$ cat config.mk
export PLATFORM = sky130hd
export DESIGN_NAME = custom_alphabet_integer_parser_core_flat
export DESIGN_NICKNAME = d
export VERILOG_FILES = /design/src/hw/rtl/cap_pkg.sv /design/src/hw/rtl/cap_in_if.sv /design/src/hw/rtl/cap_out_if.sv /design/src/hw/rtl/custom_alphabet_integer_parser_core.sv /design/src/flat_wrapper.sv
export SDC_FILE = /design/constraint.sdc
export NUM_CORES = 2
export LEC_CHECK = 0
export BUFFER_PORTS_ARGS = -buffer_cell sky130_fd_sc_hd__buf_2
export CAP_MARGIN = 5
export CORE_AREA = 2 2 511 513
export CTS_CLUSTER_SIZE = 12
export DETAILED_ROUTE_END_ITERATION = 7
export DIE_AREA = 0 0 513 515
export GPL_ROUTABILITY_DRIVEN = 0
export PLACE_DENSITY = 0.47
export REMOVE_ABC_BUFFERS = 1
export SYNTH_ARGS = -nofsm -noshare
export SYNTH_HDL_FRONTEND = slang
export SYNTH_SLANG_ARGS = --single-unit
$ cat constraint.sdc
create_clock -name clk -period 7.6 [get_ports clk]
set_input_delay 0.38 -clock clk [delete_from_list [all_inputs] [get_ports clk]]
set_output_delay 0.38 -clock clk [all_outputs]
set_load 0.01 [all_outputs]
$ cat src/hw/rtl/cap_pkg.sv
// ----------------------------------------------------------------------------
// cap_pkg: shared types and constants of the custom alphabet integer parser
// Command kinds, parse phases and the character codes the parser looks for.
// ----------------------------------------------------------------------------
`default_nettype none

package cap_pkg;

  // Command carried by each input beat.
  typedef enum logic [1:0] {
    KIND_CLEAR  = 2'd0,
    KIND_APPEND = 2'd1,
    KIND_TEXT   = 2'd2
  } kind_t;

  // Where the parser stands inside the current string.
  typedef enum logic [1:0] {
    PHASE_PREFIX = 2'd0,
    PHASE_DIGITS = 2'd1,
    PHASE_SKIP   = 2'd2
  } phase_t;

  localparam logic [7:0] CHAR_NUL   = 8'd0;
  localparam logic [7:0] CHAR_TAB   = 8'd9;
  localparam logic [7:0] CHAR_CR    = 8'd13;
  localparam logic [7:0] CHAR_SPACE = 8'd32;
  localparam logic [7:0] CHAR_PLUS  = 8'd43;
  localparam logic [7:0] CHAR_MINUS = 8'd45;
  localparam logic [7:0] CHAR_DEL   = 8'd127;

  // Smallest alphabet that forms a usable base.
  localparam logic [6:0] MIN_BASE = 7'd2;

endpackage

`default_nettype wire

$ cat src/hw/rtl/cap_in_if.sv
// ----------------------------------------------------------------------------
// cap_in_if: input channel of the custom alphabet integer parser
// One beat carries a command kind and a raw byte.
// ----------------------------------------------------------------------------
`default_nettype none

interface cap_in_if;
  logic       valid;
  logic       ready;
  logic [1:0] kind;
  logic [7:0] symbol;

  modport source (output valid, output kind, output symbol, input ready);
  modport sink   (input valid, input kind, input symbol, output ready);
endinterface

`default_nettype wire

$ cat src/hw/rtl/cap_out_if.sv
// ----------------------------------------------------------------------------
// cap_out_if: result channel of the custom alphabet integer parser
// One beat carries a parsed value and the base validity flag.
// ----------------------------------------------------------------------------
`default_nettype none

interface cap_out_if;
  logic               valid;
  logic               ready;
  logic signed [31:0] value;
  logic               base_ok;

  modport source (output valid, output value, output base_ok, input ready);
  modport sink   (input valid, input value, input base_ok, output ready);
endinterface

`default_nettype wire

$ cat src/hw/rtl/custom_alphabet_integer_parser_core.sv
// ----------------------------------------------------------------------------
// custom_alphabet_integer_parser_core: integer parser over a programmable alphabet
// A number's last byte passes the stage register and then the output register.
// Throughput: one input beat per cycle (single multiply-add) while results drain.
// Reset: synchronous rst empties the alphabet and restarts in the prefix phase.
// ----------------------------------------------------------------------------
`default_nettype none

// The block has two register stages.
//
// Acceptance edge: alphabet edits take effect here. Clear and append beats
// update the membership bits, the alphabet length and the bad flag, and an
// append writes its digit value into the digit memory. A text beat samples
// its membership bit, the current length and the base validity, and reads
// its digit value from the memory into the stage register. Since every edit
// is applied at the edge where it is accepted, a text beat always sees all
// edits made before it, and the memory read never collides with a write of
// the same beat.
//
// Parse stage: the staged text byte walks the prefix / digits / skip phases
// and performs one multiply-add on the accumulator. When it ends a number,
// the signed result goes into the output register. The stage advances
// whenever the output register is empty or being drained in that cycle, so
// a result that leaves in the same cycle costs no input beat. A result that
// the receiver holds back stops the stage, and the input stalls as soon as
// the stage register is occupied as well.
module custom_alphabet_integer_parser_core #(
  parameter int VALUE_WIDTH = 32
) (
  input  wire         clk,
  input  wire         rst,
  cap_in_if.sink      feed,
  cap_out_if.source   result
);

  // --------------------------------------------------------------------------
  // Alphabet state
  // --------------------------------------------------------------------------
  logic [255:0] in_alpha;
  logic [6:0]   alpha_len;
  logic         alpha_bad;
  logic [6:0]   digit_mem [256];

  // --------------------------------------------------------------------------
  // Stage register for a text byte
  // --------------------------------------------------------------------------
  logic       s1_valid;
  logic [7:0] s1_symbol;
  logic       s1_in_alpha;
  logic       s1_ok;
  logic [6:0] s1_len;
  logic [6:0] s1_digit;

  // --------------------------------------------------------------------------
  // Parse state
  // --------------------------------------------------------------------------
  cap_pkg::phase_t          phase;
  cap_pkg::phase_t          phase_next;
  logic                     parity;
  logic                     parity_next;
  logic [VALUE_WIDTH-1:0]   acc;
  logic [VALUE_WIDTH-1:0]   acc_next;

  // --------------------------------------------------------------------------
  // Output register
  // --------------------------------------------------------------------------
  logic               out_valid;
  logic signed [31:0] out_value;
  logic               out_base_ok;

  // --------------------------------------------------------------------------
  // Handshake
  // --------------------------------------------------------------------------
  logic          accept;
  logic          s1_adv;
  cap_pkg::kind_t in_kind;

  assign in_kind    = cap_pkg::kind_t'(feed.kind);
  assign s1_adv     = s1_valid && (!out_valid || result.ready);
  assign feed.ready = !s1_valid || s1_adv;
  assign accept     = feed.valid && feed.ready;

  // An appended byte is rejected when it is a control character, space,
  // DEL or above, a sign character, or already in the alphabet.
  logic sym_rejected;
  assign sym_rejected = (feed.symbol <= cap_pkg::CHAR_SPACE)
                     || (feed.symbol >= cap_pkg::CHAR_DEL)
                     || (feed.symbol == cap_pkg::CHAR_PLUS)
                     || (feed.symbol == cap_pkg::CHAR_MINUS)
                     || in_alpha[feed.symbol];

  logic is_clear;
  logic is_append;
  logic is_text;

  always_comb begin
    is_clear  = 1'b0;
    is_append = 1'b0;
    is_text   = 1'b0;
    unique case (in_kind)
      cap_pkg::KIND_CLEAR:  is_clear  = 1'b1;
      cap_pkg::KIND_APPEND: is_append = 1'b1;
      cap_pkg::KIND_TEXT:   is_text   = 1'b1;
      default: ;
    endcase
  end

  // Alphabet bookkeeping, applied at the acceptance edge.
  always_ff @(posedge clk) begin
    if (rst) begin
      in_alpha  <= '0;
      alpha_len <= '0;
      alpha_bad <= 1'b0;
    end else if (accept && is_clear) begin
      in_alpha  <= '0;
      alpha_len <= '0;
      alpha_bad <= 1'b0;
    end else if (accept && is_append) begin
      if (sym_rejected) begin
        alpha_bad <= 1'b1;
      end else begin
        in_alpha[feed.symbol] <= 1'b1;
        alpha_len             <= alpha_len + 7'd1;
      end
    end
  end

  // Digit memory: written by an accepted valid append, read on every accepted
  // beat. Entries are only used for bytes whose membership bit is set.
  always_ff @(posedge clk) begin
    if (accept && is_append && !sym_rejected) begin
      digit_mem[feed.symbol] <= alpha_len;
    end
    if (accept) begin
      s1_digit <= digit_mem[feed.symbol];
    end
  end

  // Stage register. Only text bytes occupy it; edits are finished on entry.
  always_ff @(posedge clk) begin
    if (rst) begin
      s1_valid <= 1'b0;
    end else if (accept) begin
      s1_valid <= is_text;
    end else if (s1_adv) begin
      s1_valid <= 1'b0;
    end
  end

  always_ff @(posedge clk) begin
    if (accept) begin
      s1_symbol   <= feed.symbol;
      s1_in_alpha <= in_alpha[feed.symbol];
      s1_ok       <= !alpha_bad && (alpha_len >= cap_pkg::MIN_BASE);
      s1_len      <= alpha_len;
    end
  end

  // --------------------------------------------------------------------------
  // Parse stage
  // --------------------------------------------------------------------------
  logic is_nul;
  logic is_blank;
  logic is_plus;
  logic is_minus;
  logic digit_hit;
  logic prefix_skip;

  assign is_nul    = (s1_symbol == cap_pkg::CHAR_NUL);
  assign is_blank  = ((s1_symbol >= cap_pkg::CHAR_TAB) && (s1_symbol <= cap_pkg::CHAR_CR))
                  || (s1_symbol == cap_pkg::CHAR_SPACE);
  assign is_plus   = (s1_symbol == cap_pkg::CHAR_PLUS);
  assign is_minus  = (s1_symbol == cap_pkg::CHAR_MINUS);
  assign digit_hit = !is_nul && s1_in_alpha;

  // In the prefix phase, blanks and signs are consumed before any digit test.
  assign prefix_skip = (phase == cap_pkg::PHASE_PREFIX) && (is_blank || is_plus || is_minus);

  // One multiply-add per byte; the product wraps to the accumulator width.
  logic [VALUE_WIDTH-1:0] acc_mul;
  logic [VALUE_WIDTH-1:0] acc_step;

  assign acc_mul  = acc * VALUE_WIDTH'(s1_len);
  assign acc_step = acc_mul + VALUE_WIDTH'(s1_digit);

  // Next parse state.
  always_comb begin
    phase_next  = phase;
    parity_next = parity;
    acc_next    = acc;
    unique case (phase)
      cap_pkg::PHASE_SKIP: begin
        if (is_nul) begin
          phase_next  = cap_pkg::PHASE_PREFIX;
          parity_next = 1'b0;
          acc_next    = '0;
        end
      end
      cap_pkg::PHASE_PREFIX,
      cap_pkg::PHASE_DIGITS: begin
        if (prefix_skip) begin
          if (is_minus) begin
            parity_next = ~parity;
          end
        end else if (digit_hit) begin
          acc_next   = acc_step;
          phase_next = cap_pkg::PHASE_DIGITS;
        end else if (is_nul) begin
          phase_next  = cap_pkg::PHASE_PREFIX;
          parity_next = 1'b0;
          acc_next    = '0;
        end else begin
          phase_next = cap_pkg::PHASE_SKIP;
        end
      end
      default: begin
        phase_next  = cap_pkg::PHASE_PREFIX;
        parity_next = 1'b0;
        acc_next    = '0;
      end
    endcase
  end

  // Result generation: any non-digit that ends the prefix or digit run.
  logic                   emit;
  logic [VALUE_WIDTH-1:0] value_full;

  always_comb begin
    emit = 1'b0;
    unique case (phase)
      cap_pkg::PHASE_PREFIX,
      cap_pkg::PHASE_DIGITS: emit = !prefix_skip && !digit_hit;
      default:               emit = 1'b0;
    endcase
  end

  always_comb begin
    if (!s1_ok) begin
      value_full = '0;
    end else if (parity) begin
      value_full = '0 - acc;
    end else begin
      value_full = acc;
    end
  end

  always_ff @(posedge clk) begin
    if (rst) begin
      phase  <= cap_pkg::PHASE_PREFIX;
      parity <= 1'b0;
      acc    <= '0;
    end else if (s1_adv) begin
      phase  <= phase_next;
      parity <= parity_next;
      acc    <= acc_next;
    end
  end

  // Output register: a narrower accumulator zero-extends, a wider one
  // keeps its low 32 bits.
  always_ff @(posedge clk) begin
    if (rst) begin
      out_valid <= 1'b0;
    end else if (s1_adv && emit) begin
      out_valid <= 1'b1;
    end else if (result.ready) begin
      out_valid <= 1'b0;
    end
  end

  always_ff @(posedge clk) begin
    if (s1_adv && emit) begin
      out_value   <= 32'(value_full);
      out_base_ok <= s1_ok;
    end
  end

  assign result.valid   = out_valid;
  assign result.value   = out_value;
  assign result.base_ok = out_base_ok;

  // --------------------------------------------------------------------------
  // Assertions
  // --------------------------------------------------------------------------
  a_bad_base_zero: assert property (@(posedge clk) disable iff (rst)
    result.valid && !result.base_ok |-> result.value == 32'sd0)
    else $error("result with a bad base carries a nonzero value");

  a_nul_restarts: assert property (@(posedge clk) disable iff (rst)
    s1_adv && is_nul |=> phase == cap_pkg::PHASE_PREFIX && !parity && acc == '0)
    else $error("string end did not restart the parse");

  a_clear_empties: assert property (@(posedge clk) disable iff (rst)
    accept && is_clear |=> alpha_len == 7'd0 && !alpha_bad && in_alpha == '0)
    else $error("alphabet clear left state behind");

  a_stall_cause: assert property (@(posedge clk) disable iff (rst)
    !feed.ready |-> s1_valid && out_valid && !result.ready)
    else $error("input stalled without a full pipeline");

endmodule

`default_nettype wire
$ cat src/flat_wrapper.sv
// flat-port wrapper written by rule: the top's interface ports become plain ports
module custom_alphabet_integer_parser_core_flat 
#(
  parameter int VALUE_WIDTH = 32
)
  (clk, rst, feed_valid, feed_kind, feed_symbol, feed_ready, result_valid, result_value, result_base_ok, result_ready);
  cap_in_if feed_i ();
  cap_out_if result_i ();
  input  wire clk;
  input  wire rst;
  input wire logic [$bits(feed_i.valid)-1:0] feed_valid;
  input wire logic [$bits(feed_i.kind)-1:0] feed_kind;
  input wire logic [$bits(feed_i.symbol)-1:0] feed_symbol;
  output wire logic [$bits(feed_i.ready)-1:0] feed_ready;
  output wire logic [$bits(result_i.valid)-1:0] result_valid;
  output wire logic [$bits(result_i.value)-1:0] result_value;
  output wire logic [$bits(result_i.base_ok)-1:0] result_base_ok;
  input wire logic [$bits(result_i.ready)-1:0] result_ready;
  assign feed_i.valid = feed_valid;
  assign feed_i.kind = feed_kind;
  assign feed_i.symbol = feed_symbol;
  assign feed_ready = feed_i.ready;
  assign result_valid = result_i.valid;
  assign result_value = result_i.value;
  assign result_base_ok = result_i.base_ok;
  assign result_i.ready = result_ready;
  custom_alphabet_integer_parser_core #(.VALUE_WIDTH(VALUE_WIDTH)) u_core (.clk(clk), .rst(rst), .feed(feed_i), .result(result_i));
endmodule
==> results_dict.tcl <==
set metrics [dict create \
    rsz0062_at_grt "no" \
    ant_nets 0 \
    ys.flop_type "edfxtp_1" \
    drt_iter0_drc 3204 \
    setup_violations 0 \
    clock_power_share_pct 42.9 \
    numCtsBuffers 230 \
    initial_core_util_pct 34.80 \
    synth_xor_area_share_pct 0.6189 \
    cts.sinks 2150 \
    p_sw_mw 5.351 \
    synthMuxAreaShare_pct 16.29 \
    io_pins 49 \
    path_class "reg -> reg" \
    hold_path.class "in -> reg" \
    hold_start "feed_symbol[4]" \
    detailroute.via_count 45437 \
    clockBufferDepth 3 \
    chipHeight_um 515 \
    post_cts_resized 0 \
    r2r-start "u_core.s1_len[2]$_DFFE_PP_" \
    pwr-share-comb_pct 4.6 \
    synth-compound-area-share_pct 2.825 \
    fin_skew_ps 33.08 \
    grt_usage_pct 15.40 \
    crit_path_top_delay_cell "edfxtp_1" \
    fp-row-count 187 \
    synthSimpleGateAreaFrac_pct 5.511 \
    syn-cell-area_mm2 0.08997 \
    cpMostUsedCell "fa_1" \
    p_leak_nw 39.08 \
    io_buffers 48 \
    powerDensity_mw_per_mm2 234.3 \
    grt_max_degree 270 \
    hold_viol_final 0 \
    critPathArrivalTime_ps 6920 \
    clk_latency_ps 880 \
    holdWs_ps 129.7 \
    area_growth_pct 18.15 \
    worst-path-buf-inv 2 \
    status "finished clean" \
    vdd_drop_max_uv 177.4 \
    finalCriticalPeriod_ps 6164 \
    required_ps 8350 \
    tightestPinTransition_ps 1208 \
    syn_avg_cell_area_um2 18.54 \
    synth_edf_count 1849 \
    cts_setup_buffers 0 \
    grt_pass1_wl_um 306500 \
    remaining_drc_errors 0 \
    end_kind "flip-flop" \
    critPathLaunch "u_core.s1_len[2]$_DFFE_PP_" \
    max_slew_margin_pct 19.47 \
    first_global_vias 48091 \
    seq_area_frac_synth_pct 68.41 \
    async_flop_share_pct 0 \
    hold_buffers 8 \
    timing.fmax_mhz 162.2 \
    synthAdderAreaFrac_pct 4.016 \
    crit_fanout 30 \
    switching_share_pct 21.49 \
    synth_top_family_by_area "multiplexers" \
    crit_family "adder cells" \
    synthDistinctLibCells 72 \
    synth_cells 4853 \
    via_per_inst 4.665 \
    routed_wl_um 201000 \
    cts_max_level 4 \
    die-area_mm2 0.2642 \
    ys_ff_latch 2150 \
    grt_antenna_before_repair 6 \
    cpPeakStageDelay_ps 1080 \
    first_pass_iters 5 \
    clockRootBuffer "clkbuf_16" \
    cts_tree "yes" \
    drv_slew 0 \
    core_mm2 0.2585 \
    p_int_mw 19.55 \
    seqPwrFrac_pct 52.5 \
    die_w_um 513 \
    hpwl_um 119700 \
    path_clk_slew_ps 60 \
    wl_per_cell_um 20.63 \
    utilization_pct 41.11 \
    layout.nets 6368 \
    path_cells "and2_1 > fa_1 > fa_1 > fa_1 > inv_1 > fa_1 > inv_1 > ha_1 > a21oi_1 > nor3b_1 > a211oi_1 > o311ai_0 > a21oi_1 > or3_1 > a32o_1" \
    ys_warn_count 0 \
    gr-total-overflow 0 \
    drive_gt1_share_pct 19.13 \
    cp-start-kind "flip-flop" \
    maxCapViolations 0 \
    finalCritPeriodShare_pct 81.11 \
]
Yosys cell counts (all sizes together) (4+ instances only):
cell type | n | area, um2
mux4 | 621 | 13990
and2 | 363 | 2271
a22o | 24 | 210.2
a22oi | 27 | 202.7
nor4 | 34 | 240.2
fa | 138 | 2763
nand2b | 15 | 93.84
a21oi | 49 | 245.2
nor2b | 24 | 150.1
inv | 187 | 701.9
o41ai | 67 | 759.5
mux2 | 4 | 45.04
a21o | 14 | 105.1
nand3 | 36 | 185.2
a2111oi | 5 | 43.79
edfxtp | 1849 | 55520
o31ai | 13 | 97.59
mux2i | 62 | 620.6
nor3 | 85 | 425.4
a211oi | 16 | 120.1
xnor2 | 47 | 411.6
buf | 120 | 670.7
ha | 68 | 850.8
o21ai | 64 | 320.3
a32oi | 4 | 35.03
nand2 | 217 | 814.5
xor2 | 14 | 122.6
or3 | 14 | 87.58
o22ai | 5 | 31.28
o21bai | 6 | 45.04
o21a | 4 | 30.03
dfxtp | 301 | 6026
or2 | 8 | 50.05
nand4 | 20 | 125.1
or4 | 11 | 86.33
a31oi | 6 | 37.54
nand3b | 5 | 37.54
nor3b | 4 | 30.03
nor2 | 65 | 244.0
and3 | 5 | 31.28
clkbuf | 192 | 720.7
o211ai | 5 | 37.54
registers in the layout, indices dropped and copies added (netlist names):
| signal | flops |
|---|---|
| u_core.result.value | 32 |
| u_core.in_alpha | 256 |
| u_core.result.base_ok | 1 |
| u_core.phase | 2 |
| u_core.result.valid | 1 |
| u_core.parity | 1 |
| u_core.alpha_bad | 1 |
| u_core.s1_valid | 1 |
| u_core.s1_symbol | 8 |
| u_core.s1_len | 7 |
| u_core.s1_ok | 1 |
| u_core.digit_mem | 1792 |
| u_core.s1_in_alpha | 1 |
| u_core.acc | 32 |
| u_core.s1_digit | 7 |
| u_core.alpha_len | 7 |
worst paths after layout:
kind	end	slack [ps]	cells past startpoint
worst max-delay path	u_core.acc[29]$_SDFFE_PP0P_	1440	15
worst min-delay path	u_core.s1_symbol[4]$_DFFE_PP_	130	1
worst max register to register	u_core.acc[29]$_SDFFE_PP0P_	1440	15
worst min register to register	u_core.in_alpha[50]$_SDFFE_PP0P_	450	2
through the flow:
stage               area, um2  cells  worst slack [ps]  power, mW  TNS [ps]
detailed placement      99040   9310              1380      14.48         0
global route           106300   9737             980.7      25.85         0
finish                 106300   9740              1436      24.90         0
CTS                    106300   9736              1360      25.31         0
global placement        99040   9310              1329      14.47         0
floorplan               92880   5688            -689.7      13.92    -31430
placed cells by master (no fill, tap or decap), types with 15 or more instances in the layout:
master,instances
o41ai_2,23
nor2_1,64
nor2b_1,24
nand4_1,20
buf_2,43
nand2b_1,15
nor3_1,84
xnor2_1,47
a22oi_1,27
clkbuf_16,234
a211oi_1,16
clkinv_1,44
mux2i_1,62
ha_1,68
o21ai_0,63
inv_1,186
clkinv_2,29
a22o_1,24
conb_1,1148
nand3_1,35
edfxtp_1,1849
o41ai_1,44
dfxtp_1,294
buf_4,159
fa_1,138
nand2_1,217
mux4_2,621
nor4_2,18
clkbuf_1,73
and2_1,363
nor4_1,15
a21oi_1,49
power groups by stage:
stage	Sequential [mW]	Clock (mW)	Combinational, mW
floorplan	13.3	0	0.627
global placement	13.3	0	1.16
detailed placement	13.3	0	1.16
CTS	13.1	11.1	1.16
global route	13.1	11.5	1.25
finish	13.1	10.7	1.15
layer usage:
metal | global-route usage [%] | vias to the layer above | routed length [um] | share of wire (%)
met5 | 0 | - | 13 | 0.0065
met4 | 4.256 | 2 | 4520 | 2.2
met3 | 2.392 | 273 | 7612 | 3.8
met2 | 25.77 | 735 | 97540 | 49
met1 | 20.82 | 23794 | 91270 | 45
li1 | - | 20633 | - | -
layout make-up:
cell class	count	area (um2)
fill	23497	152200
sequential	2150	61580
multi-input combinational	3351	30760
clock buffer	314	6226
tap	3402	4257
timing repair buffer	228	1829
clock inverter	104	938.4
inverter	187	701.9
antenna	4	10.01
kinds of logic (layout without fill, tap and decap cells):
group / after synthesis / count (layout)
AO/OA/AOI/OAI: 333 / 333
XOR/XNOR: 62 / 62
adder cells (fa/ha/maj): 206 / 206
buffers and inverters: 499 / 833
flip-flops: 2150 / 2150
multiplexers: 687 / 687
other: 1 / 1152
AND/OR/NAND/NOR: 915 / 915
worst reg2reg max path, cell delays in order (launching register included):
cell and delay (ps):
edfxtp_1 1080, and2_1 270, fa_1 450, fa_1 510
fa_1 500, inv_1 60, fa_1 480, inv_1 40
ha_1 360, a21oi_1 190, nor3b_1 460, a211oi_1 230
o311ai_0 720, a21oi_1 150, or3_1 330, a32o_1 250
Power figures use the tool's default switching activity.
